<file path="src/rtl/dma_list_and_block_sequencer_defines.svh">
// Assertion macros shared by the sequencer RTL.
`ifndef DMA_LIST_AND_BLOCK_SEQUENCER_DEFINES_SVH
`define DMA_LIST_AND_BLOCK_SEQUENCER_DEFINES_SVH

`ifndef ASSERT_OFF
`define ASSERT_IMPLY(label, clk, rst, cond, expr) \
   label: assert property (@(posedge clk) disable iff (rst) (cond) |-> (expr)) \
      else $error("assertion failed");
`define ASSERT_NEXT(label, clk, rst, cond, expr) \
   label: assert property (@(posedge clk) disable iff (rst) (cond) |=> (expr)) \
      else $error("assertion failed");
`else
`define ASSERT_IMPLY(label, clk, rst, cond, expr)
`define ASSERT_NEXT(label, clk, rst, cond, expr)
`endif

`endif

</file>
<file path="src/rtl/dmaseq_pkg.sv">
package dmaseq_pkg;

   localparam int ADDR_BITS = 21;
   localparam int COUNT_BITS = 24;
   localparam int WORD_BITS = 32;
   localparam int HDR_COUNT_LSB = 24;
   localparam int HDR_END_BIT = 23;

   typedef logic [ADDR_BITS-1:0] addr_type;
   typedef logic [COUNT_BITS-1:0] count_type;
   typedef logic [WORD_BITS-1:0] word_type;

   localparam addr_type WORD_MASK = ~addr_type'(3);
   localparam addr_type ADDR_STEP = addr_type'(4);
   localparam word_type OT_END_WORD = word_type'(32'h00FF_FFFF);

   typedef enum logic [1:0] {
      OP_START = 2'd0,
      OP_DATA  = 2'd1,
      OP_TICK  = 2'd2
   } op_type;

   typedef enum logic [1:0] {
      MODE_BLOCK = 2'd0,
      MODE_OT    = 2'd1,
      MODE_LIST  = 2'd2
   } mode_type;

   typedef enum logic [3:0] {
      PH_IDLE    = 4'b0001,
      PH_WORD    = 4'b0010,
      PH_HEADER  = 4'b0100,
      PH_OTWRITE = 4'b1000
   } phase_type;

   typedef struct packed {
      logic     read_valid;
      addr_type read_addr;
      logic     write_valid;
      addr_type write_addr;
      word_type write_data;
      logic     gpu_valid;
      word_type gpu_word;
      logic     done_res;
      logic     busy_res;
   } rsp_type;

endpackage

</file>
<file path="src/rtl/dma_list_and_block_sequencer.sv">
// A transaction in the input register is sequenced into the result register. Throughput:
// one transaction per cycle unless rsp_stall holds the result register; the input and
// result registers each hold one transaction, and all sequencing is a single pass between them.
// Reset: synchronous, active high; clears the sequencer to idle and empties
// both registers.
`include "dma_list_and_block_sequencer_defines.svh"

module dma_list_and_block_sequencer (
   input  logic                          clock,
   input  logic                          reset,
   input  logic                          req_valid,
   output logic                          req_stall,
   input  logic [1:0]                    req_op,
   input  logic [1:0]                    req_mode,
   input  logic                          req_step_down,
   input  logic [dmaseq_pkg::ADDR_BITS-1:0]  req_base_addr,
   input  logic [dmaseq_pkg::COUNT_BITS-1:0] req_word_count,
   input  logic [dmaseq_pkg::WORD_BITS-1:0]  req_read_data,
   output logic                          rsp_valid,
   input  logic                          rsp_stall,
   output logic                          rsp_read_valid,
   output logic [dmaseq_pkg::ADDR_BITS-1:0]  rsp_read_addr,
   output logic                          rsp_write_valid,
   output logic [dmaseq_pkg::ADDR_BITS-1:0]  rsp_write_addr,
   output logic [dmaseq_pkg::WORD_BITS-1:0]  rsp_write_data,
   output logic                          rsp_gpu_valid,
   output logic [dmaseq_pkg::WORD_BITS-1:0]  rsp_gpu_word,
   output logic                          rsp_done_res,
   output logic                          rsp_busy_res
);

   // input register
   logic                   in_valid_ff, in_valid_in;
   logic [1:0]             op_ff;
   logic [1:0]             mode_ff;
   logic                   down_ff;
   dmaseq_pkg::addr_type   base_ff;
   dmaseq_pkg::count_type  count_ff;
   dmaseq_pkg::word_type   data_ff;

   // sequencer state
   dmaseq_pkg::phase_type  phase_ff, phase_in;
   logic [1:0]             act_mode_ff, act_mode_in;
   dmaseq_pkg::addr_type   cur_ff, cur_in;
   dmaseq_pkg::count_type  left_ff, left_in;
   logic                   going_down_ff, going_down_in;
   logic                   end_seen_ff, end_seen_in;
   dmaseq_pkg::addr_type   next_hdr_ff, next_hdr_in;

   // result register
   logic                   rsp_valid_ff, rsp_valid_in;
   dmaseq_pkg::rsp_type    rsp_ff, rsp_in;

   logic                   in_load;
   logic                   out_free;
   logic                   do_proc;
   logic                   was_busy;
   logic                   tick_hit;

   logic                   ot_start;
   dmaseq_pkg::addr_type   ot_cur;
   dmaseq_pkg::count_type  ot_left;
   logic                   ot_down;
   dmaseq_pkg::addr_type   ot_prev;
   dmaseq_pkg::addr_type   ot_next;
   dmaseq_pkg::count_type  ot_left_dec;

   dmaseq_pkg::addr_type   blk_next;
   dmaseq_pkg::addr_type   list_next;
   dmaseq_pkg::count_type  left_dec;
   dmaseq_pkg::count_type  hdr_count;
   dmaseq_pkg::addr_type   hdr_addr;
   logic                   hdr_end;

   assign out_free  = !rsp_valid_ff || !rsp_stall;
   assign do_proc   = in_valid_ff && out_free;
   assign req_stall = in_valid_ff && !out_free;
   assign in_load   = req_valid && !req_stall;

   assign in_valid_in  = in_load ? 1'b1 : (do_proc ? 1'b0 : in_valid_ff);
   assign rsp_valid_in = do_proc ? 1'b1 : (out_free ? 1'b0 : rsp_valid_ff);

   // ordering-table write, shared by start and tick
   assign ot_start    = (op_ff == dmaseq_pkg::OP_START);
   assign ot_cur      = ot_start ? base_ff : cur_ff;
   assign ot_left     = ot_start ? count_ff : left_ff;
   assign ot_down     = ot_start ? down_ff : going_down_ff;
   assign ot_prev     = ot_cur - dmaseq_pkg::ADDR_STEP;
   assign ot_next     = ot_down ? ot_prev : ot_cur + dmaseq_pkg::ADDR_STEP;
   assign ot_left_dec = ot_left - dmaseq_pkg::count_type'(1);

   assign blk_next  = going_down_ff ? cur_ff - dmaseq_pkg::ADDR_STEP
                                    : cur_ff + dmaseq_pkg::ADDR_STEP;
   assign list_next = (cur_ff + dmaseq_pkg::ADDR_STEP) & dmaseq_pkg::WORD_MASK;
   assign left_dec  = left_ff - dmaseq_pkg::count_type'(1);

   assign hdr_count = dmaseq_pkg::count_type'(data_ff[dmaseq_pkg::WORD_BITS-1:
                                                      dmaseq_pkg::HDR_COUNT_LSB]);
   assign hdr_addr  = data_ff[dmaseq_pkg::ADDR_BITS-1:0] & dmaseq_pkg::WORD_MASK;
   assign hdr_end   = data_ff[dmaseq_pkg::HDR_END_BIT];

   assign was_busy = (phase_ff != dmaseq_pkg::PH_IDLE);
   assign tick_hit = do_proc && (op_ff == dmaseq_pkg::OP_TICK)
                     && (phase_ff == dmaseq_pkg::PH_OTWRITE);

   always_comb begin
      phase_in      = phase_ff;
      act_mode_in   = act_mode_ff;
      cur_in        = cur_ff;
      left_in       = left_ff;
      going_down_in = going_down_ff;
      end_seen_in   = end_seen_ff;
      next_hdr_in   = next_hdr_ff;
      rsp_in        = rsp_ff;
      if (do_proc) begin
         rsp_in = '0;
         case (op_ff)
            dmaseq_pkg::OP_START: begin
               if (!was_busy) begin
                  case (mode_ff)
                     dmaseq_pkg::MODE_BLOCK, dmaseq_pkg::MODE_OT: begin
                        act_mode_in   = mode_ff;
                        cur_in        = base_ff;
                        going_down_in = down_ff;
                        if (count_ff == '0) begin
                           left_in         = '0;
                           rsp_in.done_res = 1'b1;
                        end else if (mode_ff == dmaseq_pkg::MODE_BLOCK) begin
                           left_in           = count_ff;
                           phase_in          = dmaseq_pkg::PH_WORD;
                           rsp_in.read_valid = 1'b1;
                           rsp_in.read_addr  = base_ff & dmaseq_pkg::WORD_MASK;
                        end else begin
                           rsp_in.write_valid = 1'b1;
                           rsp_in.write_addr  = ot_cur & dmaseq_pkg::WORD_MASK;
                           rsp_in.write_data  = (ot_left == dmaseq_pkg::count_type'(1))
                                                ? dmaseq_pkg::OT_END_WORD
                                                : dmaseq_pkg::word_type'(ot_prev);
                           left_in  = ot_left_dec;
                           cur_in   = ot_next;
                           phase_in = (ot_left_dec == '0) ? dmaseq_pkg::PH_IDLE
                                                          : dmaseq_pkg::PH_OTWRITE;
                           // single-entry table finishes with its start
                           rsp_in.done_res = (ot_left_dec == '0);
                        end
                     end
                     dmaseq_pkg::MODE_LIST: begin
                        act_mode_in       = mode_ff;
                        going_down_in     = down_ff;
                        cur_in            = base_ff & dmaseq_pkg::WORD_MASK;
                        end_seen_in       = 1'b0;
                        phase_in          = dmaseq_pkg::PH_HEADER;
                        rsp_in.read_valid = 1'b1;
                        rsp_in.read_addr  = base_ff & dmaseq_pkg::WORD_MASK;
                     end
                     default: ;
                  endcase
               end
            end
            dmaseq_pkg::OP_DATA: begin
               case (phase_ff)
                  dmaseq_pkg::PH_HEADER: begin
                     end_seen_in = hdr_end;
                     next_hdr_in = hdr_addr;
                     left_in     = hdr_count;
                     if (hdr_count != '0) begin
                        cur_in            = list_next;
                        phase_in          = dmaseq_pkg::PH_WORD;
                        rsp_in.read_valid = 1'b1;
                        rsp_in.read_addr  = list_next;
                     end else if (hdr_end) begin
                        phase_in = dmaseq_pkg::PH_IDLE;
                     end else begin
                        cur_in            = hdr_addr;
                        rsp_in.read_valid = 1'b1;
                        rsp_in.read_addr  = hdr_addr;
                     end
                  end
                  dmaseq_pkg::PH_WORD: begin
                     rsp_in.gpu_valid = 1'b1;
                     rsp_in.gpu_word  = data_ff;
                     left_in          = left_dec;
                     if (act_mode_ff == dmaseq_pkg::MODE_LIST) begin
                        if (left_dec != '0) begin
                           cur_in            = list_next;
                           rsp_in.read_valid = 1'b1;
                           rsp_in.read_addr  = list_next;
                        end else if (end_seen_ff) begin
                           phase_in = dmaseq_pkg::PH_IDLE;
                        end else begin
                           cur_in            = next_hdr_ff;
                           phase_in          = dmaseq_pkg::PH_HEADER;
                           rsp_in.read_valid = 1'b1;
                           rsp_in.read_addr  = next_hdr_ff;
                        end
                     end else begin
                        cur_in = blk_next;
                        if (left_dec == '0) begin
                           phase_in = dmaseq_pkg::PH_IDLE;
                        end else begin
                           rsp_in.read_valid = 1'b1;
                           rsp_in.read_addr  = blk_next & dmaseq_pkg::WORD_MASK;
                        end
                     end
                  end
                  default: ;
               endcase
            end
            dmaseq_pkg::OP_TICK: begin
               if (phase_ff == dmaseq_pkg::PH_OTWRITE) begin
                  rsp_in.write_valid = 1'b1;
                  rsp_in.write_addr  = ot_cur & dmaseq_pkg::WORD_MASK;
                  rsp_in.write_data  = (ot_left == dmaseq_pkg::count_type'(1))
                                       ? dmaseq_pkg::OT_END_WORD
                                       : dmaseq_pkg::word_type'(ot_prev);
                  left_in = ot_left_dec;
                  cur_in  = ot_next;
                  if (ot_left_dec == '0) begin
                     phase_in = dmaseq_pkg::PH_IDLE;
                  end
               end
            end
            default: ;
         endcase
         if (was_busy && phase_in == dmaseq_pkg::PH_IDLE) begin
            rsp_in.done_res = 1'b1;
         end
         rsp_in.busy_res = (phase_in != dmaseq_pkg::PH_IDLE);
      end
   end

   always_ff @(posedge clock) begin
      if (reset) begin
         in_valid_ff   <= 1'b0;
         rsp_valid_ff  <= 1'b0;
         phase_ff      <= dmaseq_pkg::PH_IDLE;
         act_mode_ff   <= '0;
         cur_ff        <= '0;
         left_ff       <= '0;
         going_down_ff <= 1'b0;
         end_seen_ff   <= 1'b0;
         next_hdr_ff   <= '0;
      end else begin
         in_valid_ff   <= in_valid_in;
         rsp_valid_ff  <= rsp_valid_in;
         phase_ff      <= phase_in;
         act_mode_ff   <= act_mode_in;
         cur_ff        <= cur_in;
         left_ff       <= left_in;
         going_down_ff <= going_down_in;
         end_seen_ff   <= end_seen_in;
         next_hdr_ff   <= next_hdr_in;
      end
   end

   always_ff @(posedge clock) begin
      if (in_load) begin
         op_ff    <= req_op;
         mode_ff  <= req_mode;
         down_ff  <= req_step_down;
         base_ff  <= req_base_addr;
         count_ff <= req_word_count;
         data_ff  <= req_read_data;
      end
      rsp_ff <= rsp_in;
   end

   assign rsp_valid       = rsp_valid_ff;
   assign rsp_read_valid  = rsp_ff.read_valid;
   assign rsp_read_addr   = rsp_ff.read_addr;
   assign rsp_write_valid = rsp_ff.write_valid;
   assign rsp_write_addr  = rsp_ff.write_addr;
   assign rsp_write_data  = rsp_ff.write_data;
   assign rsp_gpu_valid   = rsp_ff.gpu_valid;
   assign rsp_gpu_word    = rsp_ff.gpu_word;
   assign rsp_done_res    = rsp_ff.done_res;
   assign rsp_busy_res    = rsp_ff.busy_res;

   `ASSERT_IMPLY(a_busy_tracks_phase, clock, reset, rsp_valid_ff, rsp_ff.busy_res == was_busy)
   `ASSERT_IMPLY(a_done_not_busy, clock, reset, rsp_valid_ff, !(rsp_ff.done_res && rsp_ff.busy_res))
   `ASSERT_IMPLY(a_one_ram_access, clock, reset, rsp_valid_ff, !(rsp_ff.read_valid && rsp_ff.write_valid))
   `ASSERT_IMPLY(a_ot_count_live, clock, reset, phase_ff == dmaseq_pkg::PH_OTWRITE, left_ff != '0)
   `ASSERT_NEXT(a_tick_writes, clock, reset, tick_hit, rsp_valid_ff && rsp_ff.write_valid)

endmodule
</file>
<file path="config.mk">
export PLATFORM = sky130hd
export DESIGN_NAME = dma_list_and_block_sequencer
export DESIGN_NICKNAME = d
export VERILOG_FILES = /design/src/rtl/dmaseq_pkg.sv /design/src/rtl/dma_list_and_block_sequencer.sv
export VERILOG_INCLUDE_DIRS = /design/src /design/src/rtl
export SDC_FILE = /design/constraint.sdc
export NUM_CORES = 1
export LEC_CHECK = 0
export BUFFER_PORTS_ARGS = -buffer_cell sky130_fd_sc_hd__buf_2
export CELL_PAD_IN_SITES_DETAIL_PLACEMENT = 0
export CELL_PAD_IN_SITES_GLOBAL_PLACEMENT = 2
export CORE_MARGIN = 2
export CORE_UTILIZATION = 30
export CTS_CLUSTER_DIAMETER = 200
export DETAILED_ROUTE_END_ITERATION = 16
export MAX_ROUTING_LAYER = met4
export PLACE_DENSITY = 0.65
export REMOVE_ABC_BUFFERS = 1
export SLEW_MARGIN = 20
export SYNTH_ARGS = -nofsm -noshare
export SYNTH_HDL_FRONTEND = slang
export SYNTH_SLANG_ARGS = --single-unit
</file>
<file path="constraint.sdc">
create_clock -name clock -period 7.4 [get_ports clock]
set_input_delay 2.22 -clock clock [delete_from_list [all_inputs] [get_ports clock]]
set_output_delay 2.22 -clock clock [all_outputs]
set_load 0.005 [all_outputs]
</file>
==> results of run 1 <==
## layout make-up
cell class / instances / area, sq um
Tap cell: 672 / 841
Inverter: 40 / 153
Antenna cell: 1 / 2.50
Sequential cell: 253 / 6860
Multi-Input combinational cell: 1227 / 7690
Fill cell: 5233 / 32300
Timing Repair Buffer: 216 / 1160
Clock buffer: 33 / 783
Clock inverter: 24 / 298
## power breakdown
part | internal [mW] | total (mW) | switching, mW
Combinational | 0.254 | 0.699 | 0.446
Sequential | 1.58 | 1.67 | 0.0905
Clock | 0.978 | 1.64 | 0.662
## cell families (layout without fill, tap and decap cells)
| family | after synthesis | count (layout) | synth area share |
|---|---|---|---|
| multiplexers | 62 | 62 | 0.0420 |
| AND/OR/NAND/NOR | 647 | 647 | 0.211 |
| flip-flops | 253 | 253 | 0.451 |
| buffers and inverters | 183 | 313 | 0.0512 |
| AO/OA/AOI/OAI | 400 | 400 | 0.180 |
| XOR/XNOR | 93 | 93 | 0.0536 |
| adder cells (fa/ha/maj) | 13 | 13 | 0.0107 |
| other | 1 | 13 | 0.000247 |
## worst paths after layout
path / from / slack (ps) / end / cells past startpoint
worst max register to register: op_ff[0]$_DFFE_PP_ / 2350 / rsp_busy_res$_DFFE_PP_ / 11
worst min-delay path: next_hdr_ff[18]$_SDFFE_PP0P_ / 460 / next_hdr_ff[18]$_SDFFE_PP0P_ / 2
worst min register to register: next_hdr_ff[18]$_SDFFE_PP0P_ / 460 / next_hdr_ff[18]$_SDFFE_PP0P_ / 2
worst max-delay path: op_ff[0]$_DFFE_PP_ / 2350 / rsp_busy_res$_DFFE_PP_ / 11
## flip-flops by register name, indices dropped and copies added, names as in the netlist
register / count
data_ff: 32
rsp_gpu_word: 32
count_ff: 24
left_ff: 24
rsp_write_data: 22
base_ff: 21
cur_ff: 21
next_hdr_ff: 19
rsp_read_addr: 19
rsp_write_addr: 19
phase_ff: 4
act_mode_ff: 2
mode_ff: 2
op_ff: 2
down_ff: 1
end_seen_ff: 1
going_down_ff: 1
in_valid_ff: 1
rsp_busy_res: 1
rsp_done_res: 1
rsp_gpu_valid: 1
rsp_read_valid: 1
rsp_valid: 1
rsp_write_valid: 1
## metal layers
layer,share of wire,wire (um)
met2,0.50,30000
met4,0.042,2550
met1,0.42,25300
met3,0.039,2320
met5,0,0
## synth_stat cells (13+ instances only)
cell type	n
a211oi_1	35
a21oi_1	96
a221oi_1	21
a22oi_1	19
a31oi_1	13
and3_1	45
buf_2	13
buf_4	16
clkbuf_1	103
dfxtp_1	74
edfxtp_1	179
ha_1	13
inv_1	38
mux2_2	14
mux2i_1	48
nand2_1	155
nand3_1	36
nand4_1	18
nor2_1	170
nor3_1	86
nor3b_1	14
nor4_1	31
o211ai_1	14
o21ai_0	73
o22ai_1	14
or3_1	18
xnor2_1	71
xor2_1	22
## metrics by stage
| step | util | cell area, sq um | power, mW | std cells |
|---|---|---|---|---|
| after global routing | 0.355 | 17800 | 4.19 | 2465 |
| after floorplan | - | 14600 | 2.12 | 1520 |
| after global placement | 0.333 | 16700 | 2.40 | 2408 |
| after detailed placement | 0.333 | 16700 | 2.40 | 2408 |
| final | 0.355 | 17800 | 4.01 | 2466 |
| after CTS | 0.355 | 17800 | 4.06 | 2465 |
## worst max-delay path: stages (launching register included)
cell	delay (ps)
edfxtp_1	420
inv_1	140
ha_4	580
nor3b_1	510
o22ai_1	280
nor3_1	800
nand3_1	190
a2111oi_0	640
nand4_1	290
o32a_1	430
a21boi_0	150
or2_2	290
## placed cells by master (no fill, tap or decap), types with 31 or more instances in the layout
cell type  count
a211oi_1      35
a21oi_1       94
and3_1        45
buf_2        186
clkbuf_16     31
dfxtp_1       74
edfxtp_1     179
inv_1         38
mux2i_1       48
nand2_1      155
nand3_1       36
nor2_1       169
nor3_1        85
o21ai_0       73
xnor2_1       71
==> qor.csv, run 1 <==
stage,metric,value,unit
synth,ys async rst share,0,
synth,Mapped Area,15200,sq um
die,Chip Height,229,um
run_status,status,"finished, final reports clean",
route,DRT Pass-1 Iters,7,
sta,final setup TNS,0,ps
clocking,hold-fix buffers at CTS,0,
sta,worst clock skew,29.3,ps
route,Final ANT Viol Nets,0,
global_route,vias in the first global route,13600,
die,initial cell density of the core,0.303,
sta,unrepaired setup endpoints after global routing,no,
sta,setup violators final,0,
synth,Ys Warns,0,
global_route,GR Util met3,0.0251,
clocking,PostCTS Resize Cnt,0,
run,Max Cap Viol,0,
clocking,Num CTS Buffers,31,
sta,Slew @ Worst Pin,1150,ps
die,Die ar.,52400,sq um
global_route,largest net degree at the start of global routing,62,
power,Pwr Density,226,nW/um^2
route,DR DRC count,0,
synth,Synth area leader,edfxtp_1,
worst_setup_path,Crit Path Class,register to register,
cells_and_area,layout cells sized above 1,0.177,
worst_setup_path,Worst Path Arrival,5380,ps
clocking,clock root buffer master,clkbuf_16,
clocking,"Clk pin slew, worst setup/hold paths",60,ps
global_route,met1 Usage GRT,0.282,
place,Placement Setup Slack,2410,ps
die,top-level I/O count,199,
place,Final HPWL DP,42900,um
sta,slew margin rel.,0.233,
global_route,met2 Usage GRT,0.391,
clocking,Setup Buffers After CTS,0,
route,DRT Wirelength,60100,um
synth,post-synthesis cell type count,81,
sta,Tmin final,5050,ps
sta,Fin. Hold Viols,0,
place,Port Buffers,186,
clocking,CTS tree,built,
global_route,Congestion Overflow GR,0,
global_route,initial antenna violation count,0,
global_route,gr usage total,0.231,
worst_setup_path,CP Launch Type,register,
place,GPL Wtd Cong,0.876,
cells_and_area,Layout area overhead,17.0,%
route,DR vias,13700,
synth,"Seq/Total Area, Yosys",0.451,
worst_setup_path,CP Data Required Time,7730,ps
clocking,H-tree Lvls,1,
global_route,first-pass GRT wire length,89400,um
die,Die X,229,um
worst_setup_path,crit-path max FO,51,
cells_and_area,nets,1868,
sta,"Slew Viols, Final",0,
synth,top-area cell type share of the netlist area,0.354,
sta,f_max,198,MHz
synth,leading register cell type out of synthesis,edfxtp_1,
synth,number of flops mapped to enable cells by yosys,179,
synth,syn_area_per_cell,9.19,sq um
worst_setup_path,endpoint class of the critical path,register,
route,Avg WL per Cell,24.4,um
power,Max IR drop VDD,162,uV
die,Core ar.,50100,sq um
min_path,Hold WC Path Type,register to register,
route,DR vias/cell,5.54,
die,FP Rows,82,
synth,Mapped Cells,1652,
sta,Final period util,0.682,
clocking,CTS max path bufs,3,
clocking,clock network latency to the later pin of the worst-skew pair,600,ps
sta,hold_ws,457,ps
power,Leak,6.42,nW
sta,Setup WS post-layout,2350,ps
synth,Synth Register Bits,253,
global_route,GRT Max-Usage Layer,met2,
clocking,CTS Sinks,253,
synth,Synth area leaders,"edfxtp_1 35%, dfxtp_1 9.8%, nor2_1 4.2%",
route,DRT iter0 DRCs,1093,
(Power assumes the default switching activity.)
==> run 2, diff against run 1 <==
--- a/config.mk
+++ b/config.mk
@@ -6,6 +6,7 @@
 export SDC_FILE = /design/constraint.sdc
 export NUM_CORES = 1
 export LEC_CHECK = 0
+export ABC_AREA = 1
 export BUFFER_PORTS_ARGS = -buffer_cell sky130_fd_sc_hd__buf_2
 export CELL_PAD_IN_SITES_DETAIL_PLACEMENT = 0
 export CELL_PAD_IN_SITES_GLOBAL_PLACEMENT = 2
@@ -14,7 +15,7 @@
 export CTS_CLUSTER_DIAMETER = 200
 export DETAILED_ROUTE_END_ITERATION = 16
 export MAX_ROUTING_LAYER = met4
-export PLACE_DENSITY = 0.65
+export PLACE_DENSITY = 0.72
 export REMOVE_ABC_BUFFERS = 1
 export SLEW_MARGIN = 20
 export SYNTH_ARGS = -nofsm -noshare
==> constraint.sdc (replaced) <==
create_clock -name clock -period 4.2 [get_ports clock]
set_input_delay 1.26 -clock clock [delete_from_list [all_inputs] [get_ports clock]]
set_output_delay 1.26 -clock clock [all_outputs]
set_load 0.005 [all_outputs]
==> qor.csv, run 2 <==
stage,metric,value,unit
run_status,status,"finished, final reports clean",
sta,Final period util,0.919,
die,Die ar.,54400,sq um
worst_setup_path,Worst Path Arrival,4120,ps
global_route,initial antenna violation count,0,
synth,"Seq/Total Area, Yosys",0.435,
worst_setup_path,CP Launch Type,register,
sta,final setup TNS,0,ps
die,Core ar.,51600,sq um
global_route,vias in the first global route,14300,
place,Final HPWL DP,48000,um
sta,setup violators final,0,
worst_setup_path,Crit path top cell by count,nand2_1,
sta,slew margin rel.,0.276,
run,Max Cap Viol,0,
route,DRT Wirelength,63800,um
clocking,Num CTS Buffers,34,
clocking,CTS Sinks,253,
die,initial cell density of the core,0.305,
synth,ys async rst share,0,
die,FP Rows,83,
cells_and_area,ANT cells,0,
power,Leak,8.19,nW
synth,"count leader, synth",nand2_1,
route,Final ANT Viol Nets,0,
worst_setup_path,endpoint class of the critical path,register,
min_path,Hold WC Path Type,register to register,
power,Max IR drop VDD,228,uV
place,GPL Wtd Cong,0.882,
global_route,first-pass GRT wire length,92700,um
worst_setup_path,crit-path cells,nor2_1 > nand3_1 > inv_1 > nand3_1 > nand2_1 > nand2_1 > nor2_1 > nand2_1 > nor2_2 > nand3_1 > nand2_1 > nor2_1 > o21ai_0 > nand2_1,
cells_and_area,"most common cell after layout, fill and taps aside",nand2_1,
synth,Mapped Cells,2138,
cells_and_area,"Cell Count, Final, Fillers Out",3031,
place,Cells after DPL,2967,
synth,number of flops mapped to enable cells by yosys,179,
die,top-level I/O count,199,
sta,Slew @ Worst Pin,1090,ps
synth,Mapped Area,15800,sq um
synth,post-synthesis cell type count,54,
worst_setup_path,crit-path max FO,13,
sta,"Slew Viols, Final",0,
sta,unrepaired setup endpoints after global routing,no,
place,Area after DPL,17500,sq um
sta,Fin. Hold Viols,0,
cells_and_area,layout cells sized above 1,0.152,
sta,worst clock skew,38.6,ps
route,DR DRC count,0,
power,Pwr Density,408,nW/um^2
route,DRT iter0 DRCs,1339,
clocking,clock root buffer master,clkbuf_16,
synth,syn_area_per_cell,7.37,sq um
route,DR vias/cell,5.01,
cells_and_area,final core utilization,0.364,
sta,Tmin final,3860,ps
global_route,gr usage total,0.237,
clocking,clock network latency to the later pin of the worst-skew pair,570,ps
synth,Synth area leader,edfxtp_1,
global_route,largest net degree at the start of global routing,105,
cells_and_area,nets,2424,
synth,Synth Register Bits,253,
worst_setup_path,Crit Path Class,register to register,
die,Die X,233,um
die,Chip Height,233,um
cells_and_area,Final Instance Area,18800,sq um
clocking,hold-fix buffers at CTS,0,
clocking,CTS tree,built,
sta,f_max,259,MHz
cells_and_area,most frequent cells in the layout,"568 x nand2_1, 254 x nor2_1, 239 x inv_1",
place,Port Buffers,186,
route,Avg WL per Cell,21.1,um
synth,Synth top cells by count,"568 x nand2_1, 255 x nor2_1, 242 x inv_1, 179 x edfxtp_1, 169 x o21ai_0",
worst_setup_path,top cell family by delay on the critical path,simple AND/OR/NAND/NOR gates,
clocking,CTS max path bufs,3,
synth,leading register cell type out of synthesis,edfxtp_1,
clocking,"Clk pin slew, worst setup/hold paths",60,ps
worst_setup_path,CP Data Required Time,4460,ps
clocking,H-tree Lvls,2,
route,DRT Pass-1 Iters,7,
synth,Ys Warns,0,
global_route,Congestion Overflow GR,0,
route,DR vias,15200,
worst_setup_path,Worst path slowest cell,nand2_1,
synth,Synth area leaders,"edfxtp_1 34%, nand2_1 14%, dfxtp_1 9.4%",
cells_and_area,Layout area overhead,19.1,%
synth,top-area cell type share of the netlist area,0.341,
worst_setup_path,worst path bufs/invs,1,
worst_setup_path,"Largest stage delay, worst path",670,ps
[run 2: cell count changes after synthesis, moves of 23 or more]
| cell | delta |
|---|---|
| o21ai_0 | +96 |
| nor2_1 | +85 |
| clkbuf_1 | -46 |
| nand3_1 | +87 |
| xnor2_1 | -70 |
| nor3_1 | -66 |
| a211oi_1 | -32 |
| nor4_1 | -23 |
| mux2i_1 | -46 |
| and3_1 | -45 |
| inv_1 | +204 |
| xor2_1 | +29 |
| o21ai_1 | +38 |
| nand2_1 | +413 |
[run 2: what timing repair did]
item,4_1_cts,5_1_grt
setup buffers,0,1
endpoints found under the setup margin,0,3
gates resized for setup,0,4
[run 2: cell type report]
cell class,count,area (sq um)
fillers,5513,32800
multi-input cells,1548,7500
well taps,680,851
flip-flops and latches,253,6860
inverters,253,955
clock inverters,18,275
clock buffers,44,951
repair buffers,235,1370
[run 2: logic make-up (layout without fill, tap and decap cells)]
kind of cell | count (synthesis) | in the layout | share of synthesized area
AND/OR/NAND/NOR | 1054 | 1054 | 0.282
AO/OA/AOI/OAI | 414 | 414 | 0.149
buffers and inverters | 348 | 550 | 0.0929
flip-flops | 253 | 253 | 0.435
XOR/XNOR | 53 | 53 | 0.0299
adder cells (fa/ha/maj) | 13 | 13 | 0.0103
multiplexers | 2 | 2 | 0.00127
other | 1 | 12 | 0.000238
[run 2: final timing paths]
kind                                from                     endpoint  slack, ps  cells after the start
max              left_ff[3]$_SDFFE_PP0P_  rsp_read_addr[17]$_DFFE_PP_        340                     14
min          act_mode_ff[1]$_SDFFE_PP0P_  act_mode_ff[1]$_SDFFE_PP0P_        470                      2
max reg2reg      left_ff[3]$_SDFFE_PP0P_  rsp_read_addr[17]$_DFFE_PP_        340                     14
min reg2reg  act_mode_ff[1]$_SDFFE_PP0P_  act_mode_ff[1]$_SDFFE_PP0P_        470                      2
[run 2: worst min-delay path, stage by stage, from the launching register on]
cell and delay, ps:
dfxtp_1 310, nand2_1 60, a21oi_1 60
[run 2: layer usage]
metal,part of all wire,vias to the layer above,track usage
met4,0.017,0,0.0500
met3,0.068,64,0.0356
li1,-,7470,-
met2,0.42,538,0.334
met5,0,-,-
met1,0.50,7127,0.356
[run 2: metrics by stage]
stage	total power, mW	worst slack [ps]	hold WS (ps)
after global routing	8.02	39.2	513
final	7.66	342	472
after global placement	4.48	436	456
after floorplan	3.89	-2150	439
after CTS	7.72	385	473
after detailed placement	4.47	405	464
[run 2: where the power goes]
| group | internal (mW) | total, mW | switching, mW | leakage, nW |
|---|---|---|---|---|
| Sequential | 2.80 | 2.89 | 0.0953 | 2.34 |
| Clock | 1.98 | 3.21 | 1.23 | 0.597 |
| Combinational | 0.460 | 1.56 | 1.10 | 5.26 |
==> run 3, diff against run 2 <==
--- a/config.mk
+++ b/config.mk
@@ -17,7 +17,7 @@
 export MAX_ROUTING_LAYER = met4
 export PLACE_DENSITY = 0.72
 export REMOVE_ABC_BUFFERS = 1
-export SLEW_MARGIN = 20
+export SLEW_MARGIN = 30
 export SYNTH_ARGS = -nofsm -noshare
 export SYNTH_HDL_FRONTEND = slang
 export SYNTH_SLANG_ARGS = --single-unit
==> constraint.sdc (replaced) <==
create_clock -name clock -period 4.2 [get_ports clock]
set_input_delay 1.26 -clock clock [delete_from_list [all_inputs] [get_ports clock]]
set_output_delay 1.26 -clock clock [all_outputs]
set_load 0.05 [all_outputs]
==> qor.csv, run 3 (synthesized netlist as in run 2, its figures left out) <==
stage,metric,value,unit
run_status,status,"finished, final reports clean",
die,Die ar.,54400,sq um
route,Avg WL per Cell,21.0,um
die,Die X,233,um
clocking,clock network latency to the later pin of the worst-skew pair,570,ps
worst_setup_path,Worst Path Arrival,4140,ps
global_route,largest net degree at the start of global routing,105,
sta,hold_ws,474,ps
clocking,CTS Sinks,253,
run,Max Cap Viol,0,
worst_setup_path,reg2reg start,op_ff[0]$_DFFE_PP_,
sta,f_max,260,MHz
cells_and_area,Final Instance Area,18800,sq um
cells_and_area,ANT cells,0,
min_path,Hold EP,act_mode_ff[1]$_SDFFE_PP0P_,
clocking,clock root buffer master,clkbuf_16,
place,GPL Wtd Cong,0.882,
worst_setup_path,R2R cell count,22,
power,Pwr Density,415,nW/um^2
clocking,"Clk pin slew, worst setup/hold paths",60,ps
cells_and_area,fill cell count,5523,
sta,worst clock skew,26.0,ps
clocking,CTS tree,built,
power,Max IR drop VDD,256,uV
sta,"Slew Viols, Final",0,
global_route,Congestion Overflow GR,0,
die,Core ar.,51600,sq um
min_path,hold_sp,act_mode_ff[1]$_SDFFE_PP0P_,
global_route,vias in the first global route,14300,
route,DRT Wirelength,63600,um
worst_setup_path,CP Data Required Time,4500,ps
clocking,H-tree Lvls,2,
route,DRT iter0 DRCs,1284,
clocking,Num CTS Buffers,34,
place,Port Buffers,186,
route,DR vias/cell,5.01,
die,Chip Height,233,um
sta,slew margin rel.,0.481,
sta,Final period util,0.915,
global_route,first-pass GRT wire length,92300,um
worst_setup_path,CP Launch Type,register,
die,FP Rows,83,
sta,Fin. Hold Viols,0,
route,DRT Pass-1 Iters,5,
min_path,Hold WC Path Type,register to register,
worst_setup_path,Worst R2R End,rsp_busy_res$_DFFE_PP_,
route,Final ANT Viol Nets,0,
route,Met2 Wirelength,26300,um
place,Final HPWL DP,48000,um
sta,unrepaired setup endpoints after global routing,no,
route,DR vias,15200,
die,top-level I/O count,199,
power,Leak,8.19,nW
route,DR DRC count,0,
cells_and_area,Layout area overhead,19.1,%
worst_setup_path,crit-path max FO,5,
cells_and_area,layout cells sized above 1,0.153,
global_route,initial antenna violation count,0,
route,top layer in use,met4,
clocking,CTS max path bufs,3,
cells_and_area,"most common cell after layout, fill and taps aside",nand2_1,
cells_and_area,"Cell Count, Final, Fillers Out",3031,
global_route,gr usage total,0.237,
route,wl on met1,32100,um
cells_and_area,nets,2424,
cells_and_area,most frequent cells in the layout,"568 x nand2_1, 254 x nor2_1, 239 x inv_1",
sta,Slew @ Worst Pin,779,ps
worst_setup_path,endpoint class of the critical path,register,
worst_setup_path,R2R setup slack,360,ps
route,WL met3,3920,um
place,Cells after DPL,2967,
die,initial cell density of the core,0.305,
sta,setup violators final,0,
sta,Tmin final,3840,ps
worst_setup_path,Crit Path Class,register to register,
clocking,hold-fix buffers at CTS,0,
place,Area after DPL,17500,sq um
min_path,Hold Path Cell Cnt,2,
-- run 3: per-stage QoR --
stage | total power [mW] | TNS, ps | setup WS [ps] | util
2_1_floorplan | 4.04 | -154490 | -2160 | -
3_3_place_gp | 4.64 | 0 | 436 | 0.339
3_5_place_dp | 4.63 | 0 | 421 | 0.339
4_1_cts | 7.85 | 0 | 401 | 0.363
5_1_grt | 8.15 | 0 | 41.7 | 0.363
6_report | 7.78 | 0 | 357 | 0.363
-- run 3: layer usage --
metal / vias to the layer above / global-route usage
met3: 59 / 0.0342
li1: 7467 / -
met4: 0 / 0.0593
met1: 7158 / 0.354
met5: - / -
met2: 488 / 0.330
-- run 3: worst max-delay path, stage by stage, from the launching register on --
cell        delay [ps]
edfxtp_1           420
inv_1              110
ha_2               330
clkinvlp_4         300
nand2_1            140
nand2_1            140
ha_2               280
nand3_1            140
nand2_1             90
nor2_1             110
nand3_1             80
nor2_1             230
nand3_1            180
nor2_1             150
nand2_1             80
nor2_1             200
nand3_1            120
nand2_1             80
nand2_1             50
nand2_1             80
nand2_1             60
nor2_2             120
nand2_1             60
-- run 3: cell type report --
class,instances,area [sq um],share of cell area
multi-input cells,1548,7490,0.400
flip-flops and latches,253,6860,0.366
repair buffers,235,1370,0.0732
inverters,253,957,0.0510
clock buffers,42,955,0.0509
well taps,680,851,0.0454
clock inverters,20,270,0.0144
-- run 3: power by group --
part	internal [mW]	switching (mW)
Clock	1.95	1.23
Combinational	0.460	1.25
Sequential	2.80	0.0960
Total	5.21	2.57
-- run 3: how the worst max path moves through the flow --
stage	cells after the start	slack (ps)	from	to
floorplan	12	-2160	rsp_stall	left_ff[17]$_SDFFE_PP0P_
global placement	14	440	left_ff[3]$_SDFFE_PP0P_	rsp_read_addr[17]$_DFFE_PP_
detailed placement	23	420	op_ff[0]$_DFFE_PP_	rsp_busy_res$_DFFE_PP_
CTS	23	400	op_ff[0]$_DFFE_PP_	rsp_busy_res$_DFFE_PP_
global route	22	40	op_ff[0]$_DFFE_PP_	cur_ff[18]$_SDFFE_PP0P_
finish	22	360	op_ff[0]$_DFFE_PP_	rsp_busy_res$_DFFE_PP_
-- run 3: repair_timing --
| action | CTS | global route |
|---|---|---|
| buffers inserted | 0 | 1 |
| resized for setup | 0 | 3 |
| endpoints found under the setup margin | 0 | 3 |
